**src/ffsa_pkg.sv**
```systemverilog
// ----------------------------------------------------------------------------
// ffsa_pkg: shared definitions for the first-fit segment allocator
// Constants, result codes and the command and status bundles that pass
// between the controller and the datapath.
// ----------------------------------------------------------------------------
package ffsa_pkg;

  localparam int ADDR_W = 32;
  localparam int DEF_MAX_SEGMENTS = 64;
  localparam int DEF_SIZE_BITS = 28;
  localparam logic [ADDR_W-1:0] RESET_BASE = 32'h0060_0000;
  localparam logic [63:0] RESET_SIZE = 64'd134217728;

  localparam logic REG_HEAP_BASE = 1'b0;
  localparam logic REG_HEAP_SIZE = 1'b1;

  typedef enum logic [2:0] {
    ST_OK       = 3'd0,
    ST_NOFIT    = 3'd1,
    ST_FULL     = 3'd2,
    ST_NOTFOUND = 3'd3,
    ST_FREED    = 3'd4
  } status_t;

  typedef enum logic [4:0] {
    OP_NONE,
    OP_INIT,
    OP_LOAD,
    OP_RD_IDX,
    OP_STEP,
    OP_CAPTURE,
    OP_SET_NOFIT,
    OP_SET_NOTFOUND,
    OP_SET_FULL,
    OP_SET_FREED,
    OP_UP_INIT,
    OP_UP_RD,
    OP_UP_WR,
    OP_SPLIT,
    OP_TAKE,
    OP_REL_TOT,
    OP_NX_CAP,
    OP_MERGE_WR,
    OP_DN_RD,
    OP_DN_WR,
    OP_DN_DONE,
    OP_FIN
  } dp_op_t;

  typedef struct packed {
    dp_op_t op;
  } cmd_t;

  typedef struct packed {
    logic init_pend;
    logic out_busy;
    logic mode;
    logic size_zero;
    logic hit;
    logic last;
    logic exact;
    logic full;
    logic cur_free;
    logic up_end;
    logic dn_end;
  } sts_t;

endpackage

```
**src/ffsa_ctrl.sv**
```systemverilog
// ----------------------------------------------------------------------------
// ffsa_ctrl: request sequencer
// Steps the datapath through the scan, split, release and merge phases of
// one request at a time.
// ----------------------------------------------------------------------------
module ffsa_ctrl import ffsa_pkg::*; (
  input  logic clk,
  input  logic rst,
  input  logic in_valid,
  output logic in_ready,
  input  sts_t sts,
  output cmd_t cmd
);

  typedef enum logic [15:0] {
    S_IDLE     = 16'h0001,
    S_SCAN_RD  = 16'h0002,
    S_SCAN_CHK = 16'h0004,
    S_ALLOC    = 16'h0008,
    S_UP_CHK   = 16'h0010,
    S_UP_RD    = 16'h0020,
    S_UP_WR    = 16'h0040,
    S_SPLIT    = 16'h0080,
    S_TAKE     = 16'h0100,
    S_REL      = 16'h0200,
    S_REL_NX   = 16'h0400,
    S_MERGE    = 16'h0800,
    S_DN_CHK   = 16'h1000,
    S_DN_RD    = 16'h2000,
    S_DN_WR    = 16'h4000,
    S_FIN      = 16'h8000
  } state_t;

  state_t state, state_next;

  assign in_ready = (state == S_IDLE) && !sts.init_pend;

  always_comb begin
    state_next = state;
    cmd.op     = OP_NONE;
    unique case (state)
      S_IDLE: begin
        if (sts.init_pend) begin
          cmd.op = OP_INIT;
        end else if (in_valid) begin
          cmd.op     = OP_LOAD;
          state_next = S_SCAN_RD;
        end
      end
      S_SCAN_RD: begin
        cmd.op     = OP_RD_IDX;
        state_next = S_SCAN_CHK;
      end
      S_SCAN_CHK: begin
        if (!sts.mode && sts.size_zero) begin
          cmd.op     = OP_SET_NOFIT;
          state_next = S_FIN;
        end else if (sts.hit) begin
          cmd.op     = OP_CAPTURE;
          state_next = sts.mode ? S_REL : S_ALLOC;
        end else if (sts.last) begin
          cmd.op     = sts.mode ? OP_SET_NOTFOUND : OP_SET_NOFIT;
          state_next = S_FIN;
        end else begin
          cmd.op     = OP_STEP;
          state_next = S_SCAN_RD;
        end
      end
      S_ALLOC: begin
        if (sts.exact) begin
          state_next = S_TAKE;
        end else if (sts.full) begin
          cmd.op     = OP_SET_FULL;
          state_next = S_FIN;
        end else begin
          cmd.op     = OP_UP_INIT;
          state_next = S_UP_CHK;
        end
      end
      S_UP_CHK: state_next = sts.up_end ? S_SPLIT : S_UP_RD;
      S_UP_RD: begin
        cmd.op     = OP_UP_RD;
        state_next = S_UP_WR;
      end
      S_UP_WR: begin
        cmd.op     = OP_UP_WR;
        state_next = S_UP_CHK;
      end
      S_SPLIT: begin
        cmd.op     = OP_SPLIT;
        state_next = S_TAKE;
      end
      S_TAKE: begin
        cmd.op     = OP_TAKE;
        state_next = S_FIN;
      end
      S_REL: begin
        if (sts.cur_free) begin
          cmd.op     = OP_SET_FREED;
          state_next = S_FIN;
        end else begin
          cmd.op     = OP_REL_TOT;
          state_next = S_REL_NX;
        end
      end
      S_REL_NX: begin
        cmd.op     = OP_NX_CAP;
        state_next = S_MERGE;
      end
      S_MERGE: begin
        cmd.op     = OP_MERGE_WR;
        state_next = S_DN_CHK;
      end
      S_DN_CHK: begin
        if (sts.dn_end) begin
          cmd.op     = OP_DN_DONE;
          state_next = S_FIN;
        end else begin
          state_next = S_DN_RD;
        end
      end
      S_DN_RD: begin
        cmd.op     = OP_DN_RD;
        state_next = S_DN_WR;
      end
      S_DN_WR: begin
        cmd.op     = OP_DN_WR;
        state_next = S_DN_CHK;
      end
      S_FIN: begin
        if (!sts.out_busy) begin
          cmd.op     = OP_FIN;
          state_next = S_IDLE;
        end
      end
      default: state_next = S_IDLE;
    endcase
  end

  always_ff @(posedge clk) begin
    if (rst) begin
      state <= S_IDLE;
    end else begin
      state <= state_next;
    end
  end

endmodule

```
**config.mk**
```make
export PLATFORM = sky130hd
export DESIGN_NAME = ffsa_ctrl
export DESIGN_NICKNAME = d
export VERILOG_FILES = /design/src/ffsa_pkg.sv /design/src/ffsa_ctrl.sv
export SDC_FILE = /design/constraint.sdc
export NUM_CORES = 1
export LEC_CHECK = 0
export BUFFER_PORTS_ARGS = -buffer_cell sky130_fd_sc_hd__buf_4
export CAP_MARGIN = 20
export CORE_UTILIZATION = 45
export DETAILED_ROUTE_END_ITERATION = 10
export PLACE_DENSITY = 0.74
export SYNTH_ARGS = -nofsm -noshare
export SYNTH_HDL_FRONTEND = slang
export SYNTH_SLANG_ARGS = --single-unit
```
**constraint.sdc**
```tcl
create_clock -name clk -period 4.46 [get_ports clk]
set_clock_uncertainty 0.05 [all_clocks]
set_input_delay 0.446 -clock clk [delete_from_list [all_inputs] [get_ports clk]]
set_output_delay 0.446 -clock clk [all_outputs]
set_load 0.01 [all_outputs]
```
## Word level (Yosys, flattened, before mapping)

Cells that the tools add are included.

- Bits in latches: 0
- Bits of input ports: 14
- Bits in writable memories: 0
- Flip-flop bits (word level): 16
- Logic and storage cells: 51
- Memories kept: 0
- Output and inout port bits: 6
- Memory bits (read-only): 0

- Equality and inequality tests: 19
- Mux-type cells: 25
- Bitwise logic cells: 0
- Divide/modulo/power cells: 0
- Shift-type cells: 0
- $lt $le $gt $ge: 0
- Multiply operators: 0
- Reduce and logical (&&, ||, !) cells: 6
- Add/subtract/negate cells: 0

Operator list:

| kind | number |
|---|---|
| 16-bit case mux with 15 select lines | 1 |
| 16-bit two-way mux | 10 |
| 5-bit case mux with 15 select lines | 1 |
| 16-bit by 1-bit == test with 1-bit output, second input constant | 1 |
| 16-bit by 10-bit == test with 1-bit output, second input constant | 1 |
| 16-bit by 11-bit == test with 1-bit output, second input constant | 1 |
| 16-bit by 12-bit == test with 1-bit output, second input constant | 1 |
| 16-bit by 13-bit == test with 1-bit output, second input constant | 1 |
| 16-bit by 14-bit == test with 1-bit output, second input constant | 1 |
| 16-bit by 15-bit == test with 1-bit output, second input constant | 1 |
| 16-bit == test, second input constant | 1 |
| 16-bit by 2-bit == test with 1-bit output, second input constant | 1 |
| 16-bit by 3-bit == test with 1-bit output, second input constant | 1 |
| 16-bit by 4-bit == test with 1-bit output, second input constant | 1 |
| 16-bit by 5-bit == test with 1-bit output, second input constant | 1 |
| 16-bit by 6-bit == test with 1-bit output, second input constant | 1 |
| 16-bit by 7-bit == test with 1-bit output, second input constant | 1 |
| 16-bit by 8-bit == test with 1-bit output, second input constant | 1 |
| 16-bit by 9-bit == test with 1-bit output, second input constant | 1 |
| 2-bit two-way mux | 6 |
| 10-bit two-way mux | 1 |
| 5-bit two-way mux | 2 |
| 8-bit two-way mux | 1 |
| 2-bit inequality test, second input constant | 3 |
| 7 further kinds | 9 |

## Depth between registers and ports, before layout

- Depth in word-level cells: 5
- Depth in mapped cells: 7
- Gate-level depth less buffers: 5

## Worst setup path after synthesis

No wires, ideal clock.

- Path type: register to output
- From: register state[1]
- To: output port cmd[1] (netlist bit)
- Arrival: 1.765 ns
- Path slack: 2.199 ns
- Cell stages (with the launch flop): 7
- Buffers on the path: 1
- Cell sequence: dfxtp_1 > buf_6 > nor4_4 > nand3_4 > or4_4 > o22a_1 > nand4_1

RTL lines:

| item | line | text |
|---|---|---|
| start, declared | ffsa_ctrl.sv:34 | `state_t state, state_next;` |
| start signal, assigned | ffsa_ctrl.sv:144 | `state <= state_next;` |
| end, declared | ffsa_ctrl.sv:12 | `output cmd_t cmd` |

==> impl_metrics.toml <==
[status]
outcome = "complete, no violations"

[power_and_ir_drop]
peakVddDrop_mv = 0.1742
powerDensity_nw_per_um2 = 210.4
p_leak_nw = 0.5106
totalPowerFinal_uw = 266.7

[clock_network]
cts_resized = 0
root_buffer = "clkbuf_4"
cts_tree = "built"
cts-hold-fix-buffers = 0
clk_latency_ns = 0.29
post-cts-setup-buffers = 0
htreeDepth = 1
cts_buffers = 3
clockBufferDepth = 2
cts_sinks = 16
path_clk_slew_ns = 0.09

[layout]
fin_util_pct = 56.22
final_common_cell = "buf_4"
diodes = 0
area_growth_pct = 15.77
largest_reg_flops = 16
finalNonFillerCells = 182
nets = 170
finalInstanceArea_um2 = 1267
largest_register = "state"
layout_common_cells = "19 x buf_4, 18 x nor2_1, 16 x dfxtp_1"
top_regs = "state: 16 flops"
drive_gt1_share_pct = 19.48

[timing]
finalHoldViolations = 0
rsz0062_at_grt = "no"
setup_viol = 0
fmax_mhz = 335.1
max_slew_margin_pct = 61.74
setup-tns-final_ns = 0
tightest_slew_ns = 0.5696
min_period_ns = 2.984
drv_slew = 0
finalCritPeriodShare_pct = 66.90

[yosys]
synth_cell_type_count = 42
syn_nets = 151
synth_seq_area_share_pct = 29.26
synth_cells = 137
synth_edf_count = 0
synth_flop_cell = "dfxtp_1"
syn_area_um2 = 1095
yosysWarningCount = 0
avgSynthCellArea_um2 = 7.991
ys_seq_elements = 16
ys_async_sr_fraction_pct = 0

[worst_setup_path]
cpMaxStageDelayCell = "or3_1"
cp_max_fo = 13
required_ns = 3.96
path_cells = "nor4_2, nand3_1, or3_1, o22a_1, nand4_1, buf_4"
startpoint = "state[11]"
cpPeakStageDelay_ns = 0.54
crit_type = "flop to primary output"
critPathArrivalTime_ns = 2.49
critPathLaunchType = "flop"
r2r_start = "state[1]"
end_kind = "primary output"

[route]
vias = 1102
firstDrtPassIters = 4
finalWirelength_um = 2692
drc = 0
ant_nets = 0
vias_per_cell = 6.055
drt-initial-drc-count = 49
wl_per_cell_um = 14.79

[placement]
portBuffers = 19
gp_congestion = 0.9218
post_dp_cell_area_um2 = 1245
dp_cells = 179
dpl.hpwl_um = 2062

[global_routing]
grt-ovfl-total = 0
grt_usage_pct = 22.65
grt_max_degree = 16
grt_pass1_vias = 987
grt_antenna_before_repair = 0
grt_pass1_wl_um = 4443

[die]
die_x_um = 51.33
die_h_um = 51.33
die_area_um2 = 2634
coreArea_um2 = 2255
initial_core_util_pct = 48.56
ioPinCount = 20
rows = 17

[flow_run]
max-cap-violations = 0

[worst_hold_path]
hold_path_class = "primary input to flop"
hold_path.startpoint = "sts[7]"
## cells in the mapped netlist, drive strengths merged (4+ instances only)
cell    n  area [um2]
a21oi   6       30.03
dfxtp  16       320.3
inv     7       26.28
nand2   6       22.52
nand3   8       52.55
nand4   6       37.54
nor2   18       67.56
nor3   14       70.07
nor4    4       61.31
nor4b   9       78.83
## cell type report
type / count / area [um2]
multi-input combinational: 109 / 720.7
tap: 28 / 35.03
timing repair buffer: 19 / 142.6
inverter: 7 / 26.28
sequential: 16 / 320.3
clock buffer: 3 / 22.52
fill: 219 / 987.2
## worst paths after layout
check	end	slack, ns	depth (start not counted)
setup reg to reg	state[15]	2.29	5
hold / removal	state[3]	0.26	2
setup / recovery	cmd[1]	1.48	6
hold reg to reg	state[11]	0.48	2
## through the flow
stage / hold slack, ns / setup WS (ns)
after floorplan: 0.4368 / 2.199
after global placement: 0.4609 / 1.869
after detailed placement: 0.4661 / 1.796
after CTS: 0.2670 / 1.485
after global routing: 0.2555 / 1.355
final: 0.2641 / 1.476
## critical path: cells and delay by family (launching register included)
kind                   cells  cell delay [ns]
buffers and inverters      1             0.12
DFF                        1             0.36
AOI/OAI and AO/OA          1             0.22
and+or+nand+nor            4             1.50
## where the power goes
part | leakage, nW | internal, mW | switching [mW] | total [mW]
logic | 0.368 | 0.0227 | 0.0221 | 0.0448
registers | 0.129 | 0.144 | 0.00257 | 0.147
clock network | 0.0138 | 0.0314 | 0.0438 | 0.0752
## cells by family (layout without fill, tap and decap cells)
family,count (synthesis),count (layout),synth area share (%)
AOI/OAI and AO/OA,22,22,14.29
xor gates and xnor gates,6,6,4.801
buffers and inverters,12,29,4.914
DFF,16,16,29.26
and+or+nand+nor,81,81,46.74
## per-layer routing
| layer | GRT usage [%] | share of wire (%) |
|---|---|---|
| met3 | 2.976 | 5.5 |
| met4 | 8.108 | 1.2 |
| met5 | 0 | 0 |
| met1 | 31.96 | 49 |
| met2 | 34.87 | 44 |
Note: power is estimated with default switching activity, not from simulation.
